File: src/design/otgv_pkg.sv
// Package for the three-wheel omni goal-velocity block.
// Types, constants and the CORDIC arctangent table shared by all modules.
// No dependencies.
`timescale 1ns / 1ps

package otgv_pkg;

    localparam int CORDIC_ITER_DEF = 16;
    localparam int SQRT_STAGES     = 32;
    localparam int DIV_STAGES      = 16;
    localparam int QUEUE_DEPTH     = 4;

    localparam logic signed [33:0] CORDIC_GAIN    = 34'sd652032874;
    localparam logic signed [17:0] MIX_TWO_THIRDS = 18'sd43713;
    localparam logic signed [17:0] MIX_ONE_THIRD  = 18'sd21823;
    localparam logic signed [17:0] MIX_ROOT_THIRD = 18'sd37814;
    localparam logic signed [25:0] WHEEL_LIMIT    = 26'sd65535;

    localparam logic [15:0] POS_DB_RESET    = 16'd256;
    localparam logic [15:0] HEAD_DB_RESET   = 16'd256;
    localparam logic [14:0] LIN_SPEED_RESET = 15'd4096;
    localparam logic [14:0] ANG_SPEED_RESET = 15'd6144;

    typedef enum logic [7:0] {
        CFG_POS_DB    = 8'd0,
        CFG_HEAD_DB   = 8'd1,
        CFG_LIN_SPEED = 8'd2,
        CFG_ANG_SPEED = 8'd3
    } cfg_reg_t;

    typedef enum logic [2:0] {
        QUAD_AXIS = 3'd0,
        QUAD_I    = 3'd1,
        QUAD_II   = 3'd2,
        QUAD_III  = 3'd3,
        QUAD_IV   = 3'd4
    } quad_t;

    typedef struct packed {
        logic [15:0] pos_db;
        logic [15:0] head_db;
        logic [14:0] lin_speed;
        logic [14:0] ang_speed;
    } cfg_t;

    typedef struct packed {
        logic signed [24:0] dx;
        logic signed [24:0] dy;
        logic [48:0]        sumsq;
        logic [14:0]        v;
        logic signed [15:0] w;
        logic signed [17:0] dw;
        quad_t              quad;
        logic signed [31:0] z;
        logic               flip;
    } item_t;

    typedef struct packed {
        logic signed [24:0] dx;
        logic signed [24:0] dy;
        logic signed [17:0] dw;
        quad_t              quad;
        logic [14:0]        v;
        logic signed [15:0] w;
        logic               flip;
        logic               nz;
        logic signed [31:0] z;
        logic signed [33:0] cx;
        logic signed [33:0] cy;
        logic [63:0]        n;
        logic [35:0]        rem;
        logic [31:0]        root;
        logic [47:0]        numx;
        logic [47:0]        numy;
        logic [15:0]        qx;
        logic [15:0]        qy;
        logic signed [15:0] vx;
        logic signed [15:0] vy;
        logic signed [50:0] pcx;
        logic signed [50:0] psy;
        logic signed [50:0] pcy;
        logic signed [50:0] psx;
        logic signed [20:0] lx;
        logic signed [20:0] ly;
        logic signed [39:0] mpa;
        logic signed [39:0] mpb;
        logic signed [39:0] mpc;
        logic signed [39:0] mpd;
    } bk_t;

    typedef struct packed {
        logic signed [16:0] wheel_one_speed;
        logic signed [16:0] wheel_two_speed;
        logic signed [16:0] wheel_three_speed;
        logic [24:0]        target_distance;
        logic signed [17:0] heading_error;
        quad_t              quadrant_code;
    } result_t;

    // arctangent of 2^-i in degrees, Q.22
    function automatic logic signed [31:0] atan_q22(input int i);
        logic signed [31:0] a;
        case (i)
            0:       a = 32'sd188743680;
            1:       a = 32'sd111421900;
            2:       a = 32'sd58872272;
            3:       a = 32'sd29884485;
            4:       a = 32'sd15000234;
            5:       a = 32'sd7507429;
            6:       a = 32'sd3754631;
            7:       a = 32'sd1877430;
            8:       a = 32'sd938729;
            9:       a = 32'sd469366;
            10:      a = 32'sd234683;
            11:      a = 32'sd117342;
            12:      a = 32'sd58671;
            13:      a = 32'sd29335;
            14:      a = 32'sd14668;
            15:      a = 32'sd7334;
            16:      a = 32'sd3667;
            17:      a = 32'sd1833;
            18:      a = 32'sd917;
            19:      a = 32'sd458;
            20:      a = 32'sd229;
            21:      a = 32'sd115;
            22:      a = 32'sd57;
            23:      a = 32'sd29;
            default: a = 32'sd0;
        endcase
        return a;
    endfunction

endpackage

File: src/design/otgv_front.sv
// Front pipeline: pose deltas, squared distance, deadband tests, heading reduction.
// Depends on otgv_pkg.
`timescale 1ns / 1ps

module otgv_front
(
    input  logic                 clk,
    input  logic                 rst_n,
    input  logic                 in_valid,
    output logic                 in_ready,
    input  logic signed [23:0]   current_x,
    input  logic signed [23:0]   current_y,
    input  logic signed [16:0]   current_heading,
    input  logic signed [23:0]   target_x,
    input  logic signed [23:0]   target_y,
    input  logic signed [16:0]   target_heading,
    input  otgv_pkg::cfg_t       cfg,
    input  logic                 q_full,
    output logic                 q_push,
    output otgv_pkg::item_t      q_item
);
    import otgv_pkg::*;

    logic               adv;
    logic               v1_reg, v2_reg, v3_reg;
    logic signed [24:0] dx1_reg, dy1_reg, dx2_reg, dy2_reg, dx3_reg, dy3_reg;
    logic signed [17:0] dw1_reg, dw2_reg, dw3_reg;
    logic signed [17:0] h1_reg, h2_reg;
    logic               flip2_reg, flip3_reg;
    quad_t              quad1_reg, quad2_reg, quad3_reg;
    logic [47:0]        sqx2_reg, sqy2_reg;
    logic [31:0]        pd2_reg;
    logic signed [15:0] w2_reg, w3_reg;
    logic [48:0]        sumsq3_reg;
    logic [14:0]        v3s_reg;
    logic signed [31:0] z3_reg;

    logic signed [24:0] dx_next, dy_next;
    logic signed [17:0] h0, h1_next, hh, h2_next;
    logic               flip_next;
    quad_t              quad_next;
    logic [24:0]        adx, ady;
    logic [17:0]        adw;
    logic signed [15:0] w_next;
    logic [48:0]        sumsq_next;

    assign adv      = !(v3_reg && q_full);
    assign in_ready = adv;
    assign q_push   = v3_reg && !q_full;

    always_comb
    begin
        dx_next = 25'(target_x) - 25'(current_x);
        dy_next = 25'(target_y) - 25'(current_y);
        h0      = 18'(current_heading);
        if (h0 < -18'sd46080)
        begin
            h1_next = h0 + 18'sd92160;
        end
        else if (h0 < 18'sd0)
        begin
            h1_next = h0 + 18'sd46080;
        end
        else if (h0 >= 18'sd46080)
        begin
            h1_next = h0 - 18'sd46080;
        end
        else
        begin
            h1_next = h0;
        end
        if (dx_next > 0 && dy_next > 0)
        begin
            quad_next = QUAD_I;
        end
        else if (dx_next < 0 && dy_next > 0)
        begin
            quad_next = QUAD_II;
        end
        else if (dx_next < 0 && dy_next < 0)
        begin
            quad_next = QUAD_III;
        end
        else if (dx_next > 0 && dy_next < 0)
        begin
            quad_next = QUAD_IV;
        end
        else
        begin
            quad_next = QUAD_AXIS;
        end
    end

    always_comb
    begin
        adx = dx1_reg[24] ? 25'(-dx1_reg) : 25'(dx1_reg);
        ady = dy1_reg[24] ? 25'(-dy1_reg) : 25'(dy1_reg);
        adw = dw1_reg[17] ? 18'(-dw1_reg) : 18'(dw1_reg);
        if (adw > {2'b00, cfg.head_db})
        begin
            w_next = dw1_reg[17] ? -$signed({1'b0, cfg.ang_speed})
                                 : $signed({1'b0, cfg.ang_speed});
        end
        else
        begin
            w_next = 16'sd0;
        end
        hh = (h1_reg >= 18'sd23040) ? h1_reg - 18'sd46080 : h1_reg;
        flip_next = 1'b0;
        if (hh > 18'sd11520)
        begin
            h2_next   = hh - 18'sd23040;
            flip_next = 1'b1;
        end
        else if (hh < -18'sd11520)
        begin
            h2_next   = hh + 18'sd23040;
            flip_next = 1'b1;
        end
        else
        begin
            h2_next = hh;
        end
    end

    assign sumsq_next = 49'(sqx2_reg) + 49'(sqy2_reg);

    always_ff @(posedge clk or negedge rst_n)
    begin
        if (!rst_n)
        begin
            v1_reg <= 1'b0;
            v2_reg <= 1'b0;
            v3_reg <= 1'b0;
        end
        else if (adv)
        begin
            v1_reg <= in_valid;
            v2_reg <= v1_reg;
            v3_reg <= v2_reg;
        end
    end

    always_ff @(posedge clk)
    begin
        if (adv)
        begin
            dx1_reg   <= dx_next;
            dy1_reg   <= dy_next;
            dw1_reg   <= 18'(target_heading) - 18'(current_heading);
            h1_reg    <= h1_next;
            quad1_reg <= quad_next;

            dx2_reg   <= dx1_reg;
            dy2_reg   <= dy1_reg;
            dw2_reg   <= dw1_reg;
            quad2_reg <= quad1_reg;
            sqx2_reg  <= 48'(adx[23:0]) * 48'(adx[23:0]);
            sqy2_reg  <= 48'(ady[23:0]) * 48'(ady[23:0]);
            pd2_reg   <= 32'(cfg.pos_db) * 32'(cfg.pos_db);
            w2_reg    <= w_next;
            h2_reg    <= h2_next;
            flip2_reg <= flip_next;

            dx3_reg    <= dx2_reg;
            dy3_reg    <= dy2_reg;
            dw3_reg    <= dw2_reg;
            quad3_reg  <= quad2_reg;
            sumsq3_reg <= sumsq_next;
            v3s_reg    <= (sumsq_next > 49'(pd2_reg)) ? cfg.lin_speed : 15'd0;
            w3_reg     <= w2_reg;
            z3_reg     <= $signed(32'(h2_reg)) <<< 15;
            flip3_reg  <= flip2_reg;
        end
    end

    always_comb
    begin
        q_item.dx    = dx3_reg;
        q_item.dy    = dy3_reg;
        q_item.sumsq = sumsq3_reg;
        q_item.v     = v3s_reg;
        q_item.w     = w3_reg;
        q_item.dw    = dw3_reg;
        q_item.quad  = quad3_reg;
        q_item.z     = z3_reg;
        q_item.flip  = flip3_reg;
    end

endmodule

File: config.mk
export PLATFORM = sky130hd
export DESIGN_NAME = otgv_front
export DESIGN_NICKNAME = d
export VERILOG_FILES = /design/src/design/otgv_pkg.sv /design/src/design/otgv_front.sv
export SDC_FILE = /design/constraint.sdc
export NUM_CORES = 2
export LEC_CHECK = 0
export ABC_AREA = 1
export BUFFER_PORTS_ARGS = -buffer_cell sky130_fd_sc_hd__buf_2
export CORE_ASPECT_RATIO = 0.6
export CORE_MARGIN = 4
export CORE_UTILIZATION = 40
export CTS_CLUSTER_DIAMETER = 100
export DETAILED_ROUTE_END_ITERATION = 10
export SLEW_MARGIN = 10
export SYNTH_ARGS = -nofsm -noshare
export SYNTH_HDL_FRONTEND = slang
export SYNTH_SLANG_ARGS = --single-unit
export TNS_END_PERCENT = 20
File: constraint.sdc
create_clock -name clk -period 18.35 [get_ports clk]
set_input_delay 1.835 -clock clk [delete_from_list [all_inputs] [get_ports clk]]
set_output_delay 1.835 -clock clk [all_outputs]
set_load 0.02 [all_outputs]
=== Yosys cells after proc, flatten, opt, wreduce, memory -nomap -nowiden ===
Cells that the tools add are included.

* Register bits: 494
* Input bits: 196
* Output and inout bits: 186
* Word-level logic and storage cells: 82

* Add/sub/neg operators: 14
* $mul: 3
* Magnitude comparators: 12
* Mux-type cells: 14
* Reduce and logical (&&, ||, !) cells: 10

{| class="wikitable"
|+ Operators with widths
! operator !! number
|-
| 24-bit by 24-bit multiplier with 48-bit output || 2
|-
| 18-bit 2-to-1 mux || 5
|-
| 25-bit by 1-bit > comparator with 1-bit output, second input constant || 2
|-
| 25-bit by 1-bit less-than comparator with 1-bit output, second input constant || 2
|-
| 24-bit by 24-bit subtractor with 25-bit output || 2
|-
| 48-bit by 48-bit adder with 49-bit output || 1
|-
| 49-bit by 32-bit > comparator with 1-bit output || 1
|-
| 24-bit 2-to-1 mux || 2
|-
| 24-bit negation || 2
|-
| 17-bit 2-to-1 mux || 2
|-
| 16-bit by 16-bit multiplier with 32-bit output || 1
|-
| 17-bit by 17-bit adder with 18-bit output, second input constant || 1
|-
| 17-bit by 18-bit adder with 18-bit output, second input constant || 1
|-
| 18-bit by 16-bit greater-or-equal comparator with 1-bit output, second input constant || 1
|-
| 18-bit by 15-bit > comparator with 1-bit output, second input constant || 1
|-
| 18-bit by 16-bit > comparator with 1-bit output || 1
|-
| 18-bit by 15-bit less-than comparator with 1-bit output, second input constant || 1
|-
| 18-bit negation || 1
|-
| 17-bit by 17-bit subtractor with 18-bit output || 1
|-
| 17-bit by 17-bit subtractor with 18-bit output, second input constant || 1
|-
| 18-bit by 17-bit subtractor with 18-bit output, second input constant || 1
|-
| 17-bit by 16-bit adder with 17-bit output, second input constant || 1
|-
| 17-bit greater-or-equal comparator, second input constant || 1
|-
| 17-bit by 1-bit less-than comparator with 1-bit output, second input constant || 1
|-
| other kinds (11) || 18
|}

=== Depth between registers and ports, before layout ===
* Depth in word-level cells: 6
* Gate-level depth with buffers: 42
* Gate-level depth less buffers: 40

=== Least setup slack after synthesis ===
OpenSTA, ideal clock, no wires.

* Kind: input to output
* Start point: input q_full
* End point: output in_ready
* Data arrival time: 12.216 ns
* Required time: 16.515 ns
* Setup slack: 4.299 ns
* Stages: 1
* Path buffers: 0
* Cell sequence: nand2_1

* Word-level cells in the longest chain between the ends: 2

{| class="wikitable"
|+ RTL lines
! element !! line !! source
|-
| from (decl) || otgv_front.sv:18 || <nowiki>input logic q_full,</nowiki>
|-
| 1-bit logical AND || otgv_front.sv:47 || <nowiki>assign adv = !(v3_reg && q_full);</nowiki>
|-
| 1-bit logical NOT || otgv_front.sv:47 ||
|-
| to (decl) || otgv_front.sv:10 || <nowiki>output logic in_ready,</nowiki>
|}

No other way between the ends.

=== Worst setup path in the final report ===
* Start point: register dx1_reg[0]
* End point: register sqx2_reg[35], data pin

* Word-level cells in the longest chain between the ends: 3

{| class="wikitable"
|+ RTL lines
! element !! line !! source
|-
| from (decl) || otgv_front.sv:26 || <nowiki>logic signed [24:0] dx1_reg, dy1_reg, dx2_reg, dy2_reg, dx3_reg, dy3_reg;</nowiki>
|-
| from (signal assigned) || otgv_front.sv:148 || <nowiki>dx1_reg <= dx_next;</nowiki>
|-
| 24-bit negation || otgv_front.sv:96 || <nowiki>adx = dx1_reg[24] ? 25'(-dx1_reg) : 25'(dx1_reg);</nowiki>
|-
| 24-bit 2-to-1 mux (*) || otgv_front.sv:96 ||
|-
| 24-bit by 24-bit multiplier with 48-bit output (*) || otgv_front.sv:158 || <nowiki>sqx2_reg <= 48'(adx[23:0]) * 48'(adx[23:0]);</nowiki>
|-
| to (signal assigned) || otgv_front.sv:158 ||
|-
| to (decl) || otgv_front.sv:31 || <nowiki>logic [47:0] sqx2_reg, sqy2_reg;</nowiki>
|}

Mark *: on every way between the ends. The rest lies on a longest branch, timed or not.
A chain may end at the register's enable or synchronous reset.

==> flow_summary.yaml <==
run_status:
  status: "finished clean"
final_layout:
  largest_register_ffs: 49
  area_growth_pct: 9.41
  nNetsFinal: 9887
  drive_gt1_share_pct: 7.71
yosys:
  async_flop_share_pct: 0.613
  avgSynthCellArea_um2: 8.73
  seq_area_frac_synth_pct: 21.8
  yosys-top-cells-count: "2128 x inv_1, 1301 x nand2_1, 1017 x fa_1"
  synth-simple-area-share_pct: 14.6
  synth_area_um2: 67400
  ys_seq_elements: 489
  synth-compound-area-share_pct: 5.48
  yosys_warnings: 0
  synthAdderAreaFrac_pct: 41.6
  synth-xor-area-share_pct: 3.48
  synth_area_leaders: "fa_1 30%, edfxtp_1 22%, inv_1 12%, ha_1 11%, nand2_1 7.2%"
  yosys.area.top_type: "fa_1"
  synth_edf_count: 486
  yosysMostFrequentCell: "inv_1"
  synth_ff_type: "edfxtp_1"
  muxShareOfSynthArea_pct: 0.0167
  yosys.cell_types.count: 64
  synth_top_family_by_area: "adder cells"
  syn_inst: 7724
  synth_top_area_share_pct: 30.2
setup_path:
  critPathMostFrequentCell: "inv_1"
  crit_type: "register to register"
  critPathSlowestCell: "inv_1"
  start_kind: "register"
  worstPathArrival_ns: 10.90
  required_ns: 18.74
  crit_path_max_incr_delay_ns: 0.71
  critPathCaptureType: "register"
  cp_max_fo: 22
clock_network:
  cts.sinks: 489
  clockBufferDepth: 3
  root_buffer: "clkbuf_16"
  ctsResizeCount: 0
  h-tree-depth: 2
  cts_tree: "yes"
  postCtsHoldBufs: 0
  insertion_delay_ns: 0.72
  post_cts_buffers: 0
  path_clk_slew_ns: 0.07
  cts_buffers: 55
timing:
  fin_crit_sh_pct: 57.3
  fin_setup_tns_ns: 0
  fmax_ghz: 0.0951
  fin_crit_ns: 10.51
  finalHoldViolCount: 0
  fin_skew_ns: 0.0733
  tightest_slew_ns: 1.12
  rsz0062_at_grt: "no"
  setup_violations: 0
  drv_slew: 0
  max-slew-margin-rel_pct: 25.1
placement:
  place_congestion: 0.995
  hpwl_um: 167000
  io_buffer_count: 366
min_path:
  hold_class: "register to register"
floorplan:
  dieArea_um2: 175000
  rows: 116
  core_area_um2: 167000
  start_util_pct: 40.4
  die_h_um: 326
  die_width_um: 538
  boundaryPins: 382
global_routing:
  globalRouteOverflowTotal: 0
  grt_antenna_before_repair: 9
  grt_pass1_vias: 52846
  grt_max_degree: 80
  grt_pass1_wl_um: 307000
  grt_use_total_pct: 22.7
routing:
  drt_pass1_iterations: 6
  wl_met2_um: 75200
  wl_um: 198000
  drc_errors: 0
  viasPerCell: 4.94
  ant_nets: 0
  wl_met1_um: 95600
  drtIter0Drc: 4289
  vias: 51101
  post_drt_wl_per_cell_um: 19.1
  top_layer: "met5"
  wl_met3_um: 23900
job:
  maxCapViolCount: 0
==> worst paths after layout <==
check                                      startpoint                      to  slack, ns  cells past startpoint
worst min-delay path            dx2_reg[24]$_DFFE_PN_   dx3_reg[24]$_DFFE_PN_       0.41                      0
max in group asynchronous                       rst_n      v2_reg$_DFFE_PN0N_      17.34                      1
min in group asynchronous                       rst_n      v1_reg$_DFFE_PN0N_       0.90                      1
worst max-delay path             dx1_reg[0]$_DFFE_PN_  sqx2_reg[35]$_DFFE_PN_       7.84                     36
worst max register to register   dx1_reg[0]$_DFFE_PN_  sqx2_reg[35]$_DFFE_PN_       7.84                     36
worst min register to register  dx2_reg[24]$_DFFE_PN_   dx3_reg[24]$_DFFE_PN_       0.41                      0
==> layer usage <==
| metal | vias to the layer above | global-route usage, % |
|---|---|---|
| li1 | 23996 | - |
| met1 | 24803 | 35.2 |
| met2 | 2100 | 30.5 |
| met3 | 192 | 8.11 |
| met4 | 10 | 3.36 |
| met5 | - | 0 |
==> critical path, delay by kind of cell (launching register included) <==
family | cells | cell delay [ns]
compound gates | 3 | 0.62
xor+xnor | 1 | 0.16
fa+ha+maj | 9 | 4.32
flops | 1 | 0.47
simple gates | 13 | 2.72
buf+inv | 10 | 1.92
==> layout by cell type, fill, tap and decap left out, types with 10 or more instances in the layout <==
cell	netlist	routed
inv_2	17	17
fa_1	1017	1017
clkinv_1	14	21
nor2_2	15	15
xnor2_1	93	93
inv_1	2128	2128
o21bai_1	33	33
a21o_1	36	36
ha_1	616	616
xor2_1	171	168
clkbuf_16	0	55
nand3_1	149	149
nor3_1	46	46
nand2_2	32	32
bufinv_16	0	10
or2_2	18	18
o21ai_0	167	167
nor3_2	10	10
o21a_1	11	11
edfxtp_1	486	486
a31oi_1	37	37
nor4_1	30	30
nor2_1	692	692
nand4_1	44	44
nand3b_1	10	10
buf_4	22	29
a21oi_1	320	320
conb_1	1	15
buf_2	20	366
nand2_1	1301	1300
==> kinds of logic after synthesis <==
logic type,after synthesis
muxes,1
adders and majority gates,1633
xor gates and xnor gates,266
and+or+nand+nor,2384
other,1
DFF,489
AOI/OAI and AO/OA,656
buffers and inverters,2294
==> cell type report <==
cell class | instances | area [µm²]
clock inverter | 45 | 637
sequential | 489 | 14700
clock buffer | 59 | 1390
antenna | 7 | 17.5
timing repair buffer | 396 | 2070
fill | 16337 | 93300
tap | 2242 | 2810
multi-input combinational | 4955 | 44100
inverter | 2161 | 8120
==> stage by stage <==
step           util, %  cells  setup slack, ns  instance area [µm²]  hold WS, ns
2_1_floorplan        -   7738             4.30                67500        0.400
3_3_place_gp      42.9  10243             8.16                71700        0.401
3_5_place_dp      42.9  10243             8.06                71700        0.405
4_1_cts           44.1  10347             7.99                73700        0.417
5_1_grt           44.2  10348             7.34                73800        0.420
6_report          44.2  10354             7.84                73800        0.415
Power is left out: the tool's default activity adds up to more than one toggle a clock period on the data nets, which glitch-free logic cannot reach.
